--- src/sv/assert_macros.svh ---
// Concurrent assertion macros, included by the top-level RTL file.
`ifndef ASSERT_MACROS_SVH
`define ASSERT_MACROS_SVH

// Same-cycle implication, checked on every rising edge outside reset.
`define MDPA_ASSERT_IMP(name, ante, cons, msg) \
    name: assert property (@(posedge clk) disable iff (!rst_n) (ante) |-> (cons)) \
        else $error(msg);

// Next-cycle implication, checked on every rising edge outside reset.
`define MDPA_ASSERT_NXT(name, ante, cons, msg) \
    name: assert property (@(posedge clk) disable iff (!rst_n) (ante) |=> (cons)) \
        else $error(msg);

`endif

--- src/sv/mdpa_pkg.sv ---
// Shared types and constants of the point pair admission filter.
`timescale 1ns / 1ps

package mdpa_pkg;

    localparam int COORD_W    = 16;   // coordinate port width
    localparam int DIST_W     = 16;   // min_distance register width
    localparam int LIM2_W     = 32;   // squared minimum distance
    localparam int SLOT_W     = 5;
    localparam int CNT_OUT_W  = 6;
    localparam int APB_ADDR_W = 3;
    localparam int APB_DATA_W = 32;

    localparam logic [DIST_W-1:0] MIN_DIST_RESET = 16'd50;

    // Register index, taken from the word address bit of paddr.
    localparam logic REG_MIN_DISTANCE = 1'b0;

    typedef enum logic [1:0] {
        ST_STORED    = 2'd0,
        ST_SRC_CLOSE = 2'd1,
        ST_TRG_CLOSE = 2'd2,
        ST_FULL      = 2'd3
    } mdpa_status_t;

    // Result of one distance unit toward the sequencer.
    typedef struct packed {
        logic valid;   // close is meaningful this cycle
        logic close;   // squared distance below the limit
        logic busy;    // compares still in flight
    } mdpa_hit_t;

endpackage

--- src/sv/mdpa_store.sv ---
// Point pair memory: one write port, one read port, registered read data.
`timescale 1ns / 1ps

module mdpa_store
    import mdpa_pkg::*;
#(
    parameter int MAX_PAIRS  = 32,
    parameter int COORD_BITS = 16,
    localparam int ADDR_W    = $clog2(MAX_PAIRS),
    localparam int DATA_W    = 6 * COORD_BITS
)
(
    input  logic              clk,
    input  logic              rst_n,
    input  logic              wr_en,
    input  logic [ADDR_W-1:0] wr_addr,
    input  logic [DATA_W-1:0] wr_data,
    input  logic              rd_en,
    input  logic [ADDR_W-1:0] rd_addr,
    output logic [DATA_W-1:0] rd_data,
    output logic              rd_valid
);

    logic [DATA_W-1:0] mem [MAX_PAIRS];
    logic [DATA_W-1:0] rd_data_reg;
    logic              rd_valid_reg;

    always_ff @(posedge clk)
    begin
        if (wr_en)
        begin
            mem[wr_addr] <= wr_data;
        end
        if (rd_en)
        begin
            rd_data_reg <= mem[rd_addr];
        end
    end

    always_ff @(posedge clk or negedge rst_n)
    begin
        if (!rst_n)
        begin
            rd_valid_reg <= 1'b0;
        end
        else
        begin
            rd_valid_reg <= rd_en;
        end
    end

    assign rd_data  = rd_data_reg;
    assign rd_valid = rd_valid_reg;

endmodule

--- config.mk ---
export PLATFORM = sky130hd
export DESIGN_NAME = mdpa_store
export DESIGN_NICKNAME = d
export VERILOG_FILES = /design/src/sv/assert_macros.svh /design/src/sv/mdpa_pkg.sv /design/src/sv/mdpa_store.sv
export SDC_FILE = /design/constraint.sdc
export NUM_CORES = 2
export LEC_CHECK = 0
export ABC_CLOCK_PERIOD_IN_PS = 1800
export BUFFER_PORTS_ARGS = -buffer_cell sky130_fd_sc_hd__buf_2
export CORE_UTILIZATION = 46
export DETAILED_ROUTE_END_ITERATION = 8
export SYNTH_ARGS = -nofsm -noshare
export SYNTH_HDL_FRONTEND = slang
export SYNTH_SLANG_ARGS = --single-unit
--- constraint.sdc ---
create_clock -name clk -period 1.8 [get_ports clk]
set_input_delay 0.36 -clock clk [delete_from_list [all_inputs] [get_ports clk]]
set_output_delay 0.36 -clock clk [all_outputs]
set_load 0.01 [all_outputs]
==> out/results.tsv <==
stage	metric	value	unit
run_status	status	finished, violations left	
run_status	failing checks	setup timing	
grt	aggregate global routing overflow	0	
routing	total iterations of the first detailed-routing run	6	
timing	Hold Vio Cnt, Final	0	
finish	Util after Layout	0.566	
setup_path	Crit path max-delay family	flip-flops	
timing	relative slew slack	0.536	
timing	Pins Over Slew Limit	0	
setup_path	delay of the slowest cell on the worst path	0.52	ns
timing	Final Setup Violations	89	
timing	unrepaired setup endpoints after global routing	true	
power_and_ir_drop	leakage power summed over all cells	49.1	nW
timing	transition time of the tightest slew-check pin	0.696	ns
timing	setup ws final	-0.218	ns
placed_design	Routability Congestion	0.816	
floorplanning	number of rows in the core area	186	
power_and_ir_drop	ratio of total power to cell area	1070	nW/um^2
routing	detail-routed net length per standard cell	30.5	um
routing	drc violations	0	
timing	Max Freq	496	MHz
synth	share of synthesized registers carrying an async set or reset	0.000316	
setup_path	kind of launch point of the worst setup path	flop	
grt	overall track demand over capacity in global routing	0.242	
flow_run	reported max-cap violation count	0	
finish	post-layout net count	6862	
routing	total via count in the routed design	61500	
clock_tree	clock latency on the worst-skew pair	0.96	ns
synth	average cell area after synthesis	21.3	um^2
grt	number of antenna violations at the first check in global routing	26	
setup_path	critical path peak fanout	1	
finish	flip-flop count of the largest register after layout	3072	
routing	Via density	5.92	
timing	minimum clock period after layout	2.02	ns
clock_tree	register clock-pin slew on the reported worst setup and hold paths	0.06	ns
routing	wirelength, routed	317000	um
synth	post-synthesis cell count	5605	
clock_tree	Inserted Clock Buffers	339	
clock_tree	clock tree from TritonCTS	yes	
setup_path	arrival time worst endpoint	1.66	ns
floorplanning	Core ar.	258000	um^2
grt	vias in the first global route	62300	
setup_path	data required time of the worst path	1.44	ns
setup_path	kind of capture point of the worst setup path	output pin	
setup_path	cell chain of the critical path	buf_2	
finish	Non-Filler Instances	10400	
clock_tree	largest buffer count on any clock path	4	
min_path	Worst Hold Class	in2reg	
routing	number of nets with antenna violations after detailed routing	0	
setup_path	Setup CP Type	reg2out	
grt	maximum number of pins on one net before global-route repair	40	
clock_tree	master cell of the clock root buffer	clkbuf_16	
timing	Worst Skew	0.0709	ns
clock_tree	Num Clock Sinks	3169	
placed_design	count of buffers from port buffering	206	
timing	worst hold-check slack	0.189	ns
timing	total negative setup slack	-9.56	ns
synth	most used flip-flop cell after synthesis	edfxtp_1	
finish	layout-stage area growth over the synthesis result	22.0	%
floorplanning	width of the die	512	um
synth	YS warnings	0	
clock_tree	number of H-tree branching levels	5	
setup_path	count of buffering cells on the critical path with inverters included	1	
synth	Post-synth EDFFs	3168	
synth	synthesized cell area	120000	um^2
grt	first-pass GRT wire length	454000	um
floorplanning	Die Area	262000	um^2
placed_design	final HPWL from detailed placement	202000	um
floorplanning	Top Ports	207	
power_and_ir_drop	worst-case vdd ir drop	0.963	mV
synth	number of library cell types mapped by synthesis	30	
finish	fraction of final layout cells with drive strength greater than 1	0.271	
routing	Initial DRC Count	6942	
placed_design	worst slack at placement	-0.744	ns
timing	crit share post-route	1.12	
synth	part of the Yosys area used for sequential elements	0.796	
setup_path	slowest CP cell	edfxtp_1	
floorplanning	Initial Utilization	0.464	
placed_design	placed insts	9696	
synth	flip-flop and latch count after synthesis	3169	
synth	Post-Syn Nets	5715	
clock_tree	Setup Buffers After CTS	0	
floorplanning	Die Span Y	512	um
cell families (layout without fill, tap and decap cells):
kind of cell    after synthesis  after routing  share of synthesized area
simple gates                338            338                     0.0146
other cells                   0             13                          0
flops                      3169           3169                      0.796
buf+inv                     319           1707                     0.0135
mux                        1152           1152                      0.137
compound gates              627            627                     0.0392
per-layer routing:
| metal | vias up | part of all wire | track usage |
|---|---|---|---|
| met2 | 2382 | 0.49 | 0.394 |
| met4 | 14 | 0.025 | 0.0622 |
| li1 | 26000 | - | - |
| met3 | 464 | 0.068 | 0.0393 |
| met5 | - | 0.00027 | 0 |
| met1 | 32700 | 0.42 | 0.339 |
synth_stat cells (2+ instances only):
master / count / area, um^2
a21oi_1: 9 / 45.0
a22o_1: 51 / 447
a22oi_1: 511 / 3840
a31oi_1: 51 / 319
a32oi_1: 5 / 43.8
and2_1: 10 / 62.6
buf_1: 15 / 56.3
buf_2: 111 / 556
buf_4: 33 / 248
buf_6: 20 / 225
clkbuf_1: 139 / 522
edfxtp_1: 3168 / 95100
mux2i_1: 768 / 7690
mux4_2: 384 / 8650
nand2_1: 12 / 45.0
nand3_1: 194 / 971
nand3b_1: 5 / 37.5
nand4_1: 45 / 282
nor2_1: 45 / 169
nor2b_1: 15 / 93.8
nor3_1: 3 / 15.0
nor3_2: 2 / 20.0
or3b_2: 2 / 17.5
cell usage in the layout, fill, tap and decap left out, types with 9 or more instances in the layout:
cell	n
nand4_1	45
nand2_1	12
buf_4	432
inv_6	10
a22o_1	51
nand3_1	193
buf_12	388
clkbuf_1	73
buf_2	181
a31oi_1	50
mux4_2	384
buf_6	22
clkinv_2	46
edfxtp_1	3168
a21oi_1	9
bufinv_16	16
mux2i_1	768
nor2_4	37
clkinv_1	84
diode_2	13
a22oi_1	511
dlygate4sd3_1	99
clkbuf_16	345
report_power, final:
group	leakage (nW)	internal (mW)	switching (mW)	total, mW
combinational	15.5	3.59	4.91	8.50
sequential	28.6	82.4	0.438	82.8
clock	4.95	37.2	27.3	64.5
total	49.1	123	32.7	156
path summary, 6_finish.rpt:
| path | start | to | slack (ns) | cells after the start |
|---|---|---|---|---|
| min reg2reg | mem[20][68] | rd_data[68] | 0.73 | 4 |
| max reg2reg | mem[10][56] | rd_data[56] | 0.07 | 4 |
| max in group asynchronous | rst_n | rd_valid | 1.40 | 3 |
| min in group asynchronous | rst_n | rd_valid | 0.29 | 3 |
| max | rd_data[44] | rd_data[44] | -0.22 | 1 |
| min | wr_addr[1] | mem[23][59] | 0.19 | 5 |
metrics by stage:
step | total power, mW | cell area [um^2]
floorplan | 88.1 | 120000
global placement | 92.5 | 135000
detailed placement | 92.6 | 135000
CTS | 157 | 146000
global route | 160 | 146000
finish | 156 | 146000
layout make-up:
cell class / count / area [um^2]
Antenna cell: 13 / 32.5
Clock buffer: 418 / 8910
Clock inverter: 164 / 1200
Fill cell: 18900 / 112000
Inverter: 1 / 3.75
Multi-Input combinational cell: 2117 / 23200
Sequential cell: 3169 / 95200
Tap cell: 3384 / 4230
Timing Repair Buffer: 1124 / 13200
what timing repair did:
item | 4_1_cts | 5_1_grt
hold buffers | 99 | 0
resized for setup | 27 | 4
endpoints found under the setup margin | 97 | 98
hold endpoints to repair | 3067 | 0
cloned | 0 | 0
(Power assumes the default switching activity.)
