===== config.mk =====
export PLATFORM = sky130hd
export DESIGN_NAME = mdpa_dist
export DESIGN_NICKNAME = d
export VERILOG_FILES = /design/src/sv/assert_macros.svh /design/src/sv/mdpa_pkg.sv /design/src/sv/mdpa_dist.sv
export SDC_FILE = /design/constraint.sdc
export NUM_CORES = 2
export LEC_CHECK = 0
export BUFFER_PORTS_ARGS = -buffer_cell sky130_fd_sc_hd__buf_2
export CORE_AREA = 3 3 300 302
export DETAILED_ROUTE_END_ITERATION = 10
export DIE_AREA = 0 0 303 305
export HOLD_SLACK_MARGIN = 0.05
export PLACE_DENSITY = 0.69
export SYNTH_ARGS = -nofsm -noshare
export SYNTH_HDL_FRONTEND = slang
export SYNTH_SLANG_ARGS = --single-unit
export TNS_END_PERCENT = 50

===== constraint.sdc =====
create_clock -name clk -period 6.5 [get_ports clk]
set_input_delay 1.625 -clock clk [delete_from_list [all_inputs] [get_ports clk]]
set_output_delay 1.625 -clock clk [all_outputs]
set_load 0.02 [all_outputs]

===== src/sv/assert_macros.svh =====
// Concurrent assertion macros, included by the top-level RTL file.
`ifndef ASSERT_MACROS_SVH
`define ASSERT_MACROS_SVH

// Same-cycle implication, checked on every rising edge outside reset.
`define MDPA_ASSERT_IMP(name, ante, cons, msg) \
    name: assert property (@(posedge clk) disable iff (!rst_n) (ante) |-> (cons)) \
        else $error(msg);

// Next-cycle implication, checked on every rising edge outside reset.
`define MDPA_ASSERT_NXT(name, ante, cons, msg) \
    name: assert property (@(posedge clk) disable iff (!rst_n) (ante) |=> (cons)) \
        else $error(msg);

`endif


===== src/sv/mdpa_pkg.sv =====
// Shared types and constants of the point pair admission filter.
`timescale 1ns / 1ps

package mdpa_pkg;

    localparam int COORD_W    = 16;   // coordinate port width
    localparam int DIST_W     = 16;   // min_distance register width
    localparam int LIM2_W     = 32;   // squared minimum distance
    localparam int SLOT_W     = 5;
    localparam int CNT_OUT_W  = 6;
    localparam int APB_ADDR_W = 3;
    localparam int APB_DATA_W = 32;

    localparam logic [DIST_W-1:0] MIN_DIST_RESET = 16'd50;

    // Register index, taken from the word address bit of paddr.
    localparam logic REG_MIN_DISTANCE = 1'b0;

    typedef enum logic [1:0] {
        ST_STORED    = 2'd0,
        ST_SRC_CLOSE = 2'd1,
        ST_TRG_CLOSE = 2'd2,
        ST_FULL      = 2'd3
    } mdpa_status_t;

    // Result of one distance unit toward the sequencer.
    typedef struct packed {
        logic valid;   // close is meaningful this cycle
        logic close;   // squared distance below the limit
        logic busy;    // compares still in flight
    } mdpa_hit_t;

endpackage


===== src/sv/mdpa_dist.sv =====
// Pipelined squared distance compare of one stored point against a probe.
`timescale 1ns / 1ps

module mdpa_dist
    import mdpa_pkg::*;
#(
    parameter int COORD_BITS = 16,
    localparam int PT_W      = 3 * COORD_BITS,
    localparam int ABS_W     = COORD_BITS + 1,
    localparam int SQ_W      = 2 * ABS_W,
    localparam int SUM_W     = SQ_W + 2,
    localparam int CMP_W     = (SUM_W > LIM2_W) ? SUM_W : LIM2_W
)
(
    input  logic              clk,
    input  logic              rst_n,
    input  logic              in_valid,
    input  logic [PT_W-1:0]   stored_pt,
    input  logic [PT_W-1:0]   probe_pt,
    input  logic [LIM2_W-1:0] lim2,
    output mdpa_hit_t         hit
);

    logic signed [COORD_BITS:0] diff [3];
    logic [ABS_W-1:0] abs_next [3];
    logic [ABS_W-1:0] abs_reg  [3];
    logic [SQ_W-1:0]  sq_next  [3];
    logic [SQ_W-1:0]  sq_reg   [3];
    logic [SUM_W-1:0] sum_next;
    logic [SUM_W-1:0] sum_reg;
    logic             close_next;
    logic             close_reg;
    logic [3:0]       vld_reg;

    // Per-axis difference and magnitude; the axes are independent.
    always_comb
    begin
        for (int k = 0; k < 3; k++)
        begin
            diff[k] = $signed({stored_pt[k*COORD_BITS + COORD_BITS - 1],
                               stored_pt[k*COORD_BITS +: COORD_BITS]})
                    - $signed({probe_pt[k*COORD_BITS + COORD_BITS - 1],
                               probe_pt[k*COORD_BITS +: COORD_BITS]});
            abs_next[k] = diff[k][COORD_BITS] ? ABS_W'(-diff[k]) : ABS_W'(diff[k]);
            sq_next[k]  = SQ_W'(abs_reg[k]) * SQ_W'(abs_reg[k]);
        end
        sum_next   = SUM_W'(sq_reg[0]) + SUM_W'(sq_reg[1]) + SUM_W'(sq_reg[2]);
        close_next = CMP_W'(sum_reg) < CMP_W'(lim2);
    end

    always_ff @(posedge clk)
    begin
        for (int k = 0; k < 3; k++)
        begin
            abs_reg[k] <= abs_next[k];
            sq_reg[k]  <= sq_next[k];
        end
        sum_reg   <= sum_next;
        close_reg <= close_next;
    end

    always_ff @(posedge clk or negedge rst_n)
    begin
        if (!rst_n)
        begin
            vld_reg <= '0;
        end
        else
        begin
            vld_reg <= {vld_reg[2:0], in_valid};
        end
    end

    assign hit.valid = vld_reg[3];
    assign hit.close = close_reg;
    assign hit.busy  = |vld_reg;

endmodule


==> results.sh <==
export IMPL_status="completed"
export IMPL_vias_per_cell=4.81
export IMPL_vias=24744
export IMPL_fillCellCount=8519
export IMPL_synthFlopType="dfxtp_1"
export IMPL_ys_ff_latch=191
export IMPL_grt_util_met1_pct=21.6
export IMPL_cts_tree="done"
export IMPL_final_setup_viol_count=0
export IMPL_hold_viol_final=0
export IMPL_grt_max_degree=22
export IMPL_grt_pass1_vias=26342
export IMPL_syn2layout_area_growth_pct=8.92
export IMPL_worstPathRequired_ns=6.90
export IMPL_cts_setup_buffers=0
export IMPL_grtUsageTotal_pct=16.4
export IMPL_antenna_found_initial=0
export IMPL_synth_area_mm2=0.0348
export IMPL_path_cells="buf_4 > buf_4 > nand2_1 > inv_1 > fa_1 > inv_1 > fa_1 > fa_1 > inv_1 > fa_1 > fa_1 > inv_1 > fa_1 > inv_1 > ha_1 > and3_1 > and3_1 > nand3_1 > a31oi_1 > nor2b_1 > o21ai_0 > a21oi_1 > xnor2_1"
export IMPL_die_area_mm2=0.0924
export IMPL_yosysTopAreaCellShare_pct=34.9
export IMPL_coreArea_mm2=0.0880
export IMPL_worst_slack_ns=0.327
export IMPL_cp_slowest_cell="fa_1"
export IMPL_hold_ws_ns=0.380
export IMPL_postCtsHoldBufs=0
export IMPL_largest_reg_flops=99
export IMPL_slowest_delay_ns=0.55
export IMPL_synth_distinct_cells=85
export IMPL_fmax_mhz=162
export IMPL_rsz0062_at_grt="no"
export IMPL_cts_buffers=17
export IMPL_row_count=109
export IMPL_routabilityCongestion=0.860
export IMPL_clock_sinks=191
export IMPL_ys_top_cells_by_area="fa_1, ha_1, dfxtp_1, inv_1, xnor2_1"
export IMPL_ys_warn_count=0
export IMPL_slew_viol_final=0
export IMPL_fin_cells=5143
export IMPL_die_y_um=305
export IMPL_drc=0
export IMPL_n_antenna_cell=0
export IMPL_dp_cells=5111
export IMPL_timing_slew_headroom_pct=17.1
export IMPL_post_place_ws_ns=-0.0595
export IMPL_crit_type="reg -> reg"
export IMPL_drtPass1Iterations=5
export IMPL_netlist_instances=3812
export IMPL_top_usage_layer="met2"
export IMPL_fin_nets=5147
export IMPL_start_util_pct=39.6
export IMPL_tightest_slew_ns=1.21
export IMPL_critical_path_top_delay_family="adder cells"
export IMPL_drive_gt1_share_pct=7.92
export IMPL_crit_fanout=10
export IMPL_drt_iter0_drc=986
export IMPL_synth_edf_count=0
export IMPL_clk_pin_slew_ns=0.09
export IMPL_dp_hpwl_mm=61.8
export IMPL_maxCapViolations=0
export IMPL_crit_buf_inv=7
export IMPL_syn_avg_cell_area_um2=9.13
export IMPL_ant_nets=0
export IMPL_root_buffer="clkbuf_16"
export IMPL_routedWlPerCell_um=13.9
export IMPL_boundaryPins=134
export IMPL_arrival_ns=6.57
export IMPL_fin_crit_sh_pct=95.0
export IMPL_end_kind="register"
export IMPL_grt_pass1_wl_mm=124
export IMPL_wl_mm=71.3
export IMPL_gr_total_overflow=0
export IMPL_post_route_min_period_ns=6.17
export IMPL_critPathLaunchType="register"
export IMPL_synthArstFlopShare_pct=2.09
export IMPL_hp_class="reg -> reg"
export IMPL_htree_levels=4
export IMPL_fin_skew_ns=0.0226
export IMPL_gr_usage_met3_pct=1.95
export IMPL_yosysTopAreaCell="fa_1"
export IMPL_clk_latency_ns=0.50
export IMPL_critPathMostFrequentCell="fa_1"
export IMPL_clk_path_buf_depth=2
export IMPL_yosysSeqAreaShare_pct=11.0
export IMPL_fin_util_pct=43.1
export IMPL_die_x_um=303
export IMPL_grt_util_met2_pct=28.3
export IMPL_io_buffers=133
export IMPL_synth_commonest_cells="inv_1, fa_1, ha_1"
export IMPL_yosysMostFrequentCell="inv_1"
-- stage by stage --
step,cell area (µm²),setup TNS (ns)
2_1_floorplan,34800,0
3_3_place_gp,37200,0
3_5_place_dp,37200,-0.0595
4_1_cts,37800,0
5_1_grt,37900,0
6_report,37900,0
-- what timing repair did --
| item | in CTS | in global routing |
|---|---|---|
| endpoints found under the setup margin | 2 | 17 |
| resized for setup | 2 | 35 |
| pin swaps | 1 | 3 |
-- cell type report --
class	instances	area [µm²]	area share (%)
clock buffers	17	425	1.12
clock inverters	15	210	0.554
inverters	956	3590	9.46
multi-input cells	2596	27200	71.7
flip-flops and latches	191	3870	10.2
well taps	1165	1460	3.84
repair buffers	203	1190	3.14
-- worst reg2reg max path, stage by stage (launching register included) --
cell and delay (ns):
dfxtp_1 0.37, buf_4 0.18, buf_4 0.17, nand2_1 0.12, inv_1 0.07, fa_1 0.48, inv_1 0.06, fa_1 0.45
fa_1 0.43, inv_1 0.08, fa_1 0.44, fa_1 0.55, inv_1 0.05, fa_1 0.47, inv_1 0.04, ha_1 0.32
and3_1 0.24, and3_1 0.17, nand3_1 0.10, a31oi_1 0.35, nor2b_1 0.14, o21ai_0 0.44, a21oi_1 0.15, xnor2_1 0.22
-- cell usage in the layout, fill, tap and decap left out, drive strengths merged, types with 5 or more instances in the layout --
| cell | instances |
|---|---|
| or2 | 17 |
| o31a | 6 |
| fa | 607 |
| a31o | 7 |
| a21o | 94 |
| and2 | 174 |
| o21a | 42 |
| nor2 | 130 |
| a2111oi | 5 |
| nand2b | 19 |
| a211o | 6 |
| ha | 444 |
| nor4 | 9 |
| o21ai | 78 |
| buf | 203 |
| mux2 | 6 |
| o211ai | 8 |
| a211oi | 20 |
| clkbuf | 17 |
| and3 | 19 |
| or3 | 7 |
| inv | 964 |
| nand2 | 295 |
| xnor2 | 164 |
| o21bai | 17 |
| o31ai | 14 |
| nand3 | 31 |
| dfxtp | 187 |
| a21oi | 135 |
| a21boi | 7 |
| nor3 | 38 |
| xor2 | 59 |
| nand4 | 11 |
| nor2b | 37 |
| a31oi | 25 |
-- layer usage --
layer / routed length (µm) / part of all wire, % / vias up
met5: 0 / 0 / -
met4: 1600 / 2.2 / 0
met3: 2890 / 4.0 / 76
met2: 35200 / 49 / 442
met1: 31600 / 44 / 12131
li1: - / - / 12095
-- cell families (layout without fill, tap and decap cells) --
group                      Yosys count  in the layout  share of synthesized area [%]
adders and majority gates         1051           1051                           50.9
muxes                                8              8                          0.252
DFF                                191            191                           11.0
and+or+nand+nor                    805            805                           11.3
other                                1              3                         0.0108
xor gates and xnor gates           223            223                           5.61
buffers and inverters             1027           1191                           11.1
AOI/OAI and AO/OA                  506            506                           9.79
-- path summary, 6_finish.rpt --
check	from	end	slack (ns)	depth (start not counted)
setup / recovery	abs_reg[0][2]	sq_reg[0][25]	0.33	23
hold / removal	vld_reg[2]	vld_reg[3]	0.38	0
setup reg to reg	abs_reg[0][2]	sq_reg[0][25]	0.33	23
hold reg to reg	vld_reg[2]	vld_reg[3]	0.38	0
max in group asynchronous	rst_n	vld_reg[2]	5.49	1
min in group asynchronous	rst_n	vld_reg[3]	0.90	1
Power is not shown: default switching activity piles up to over one toggle a cycle in this logic, so the estimate is an artifact.
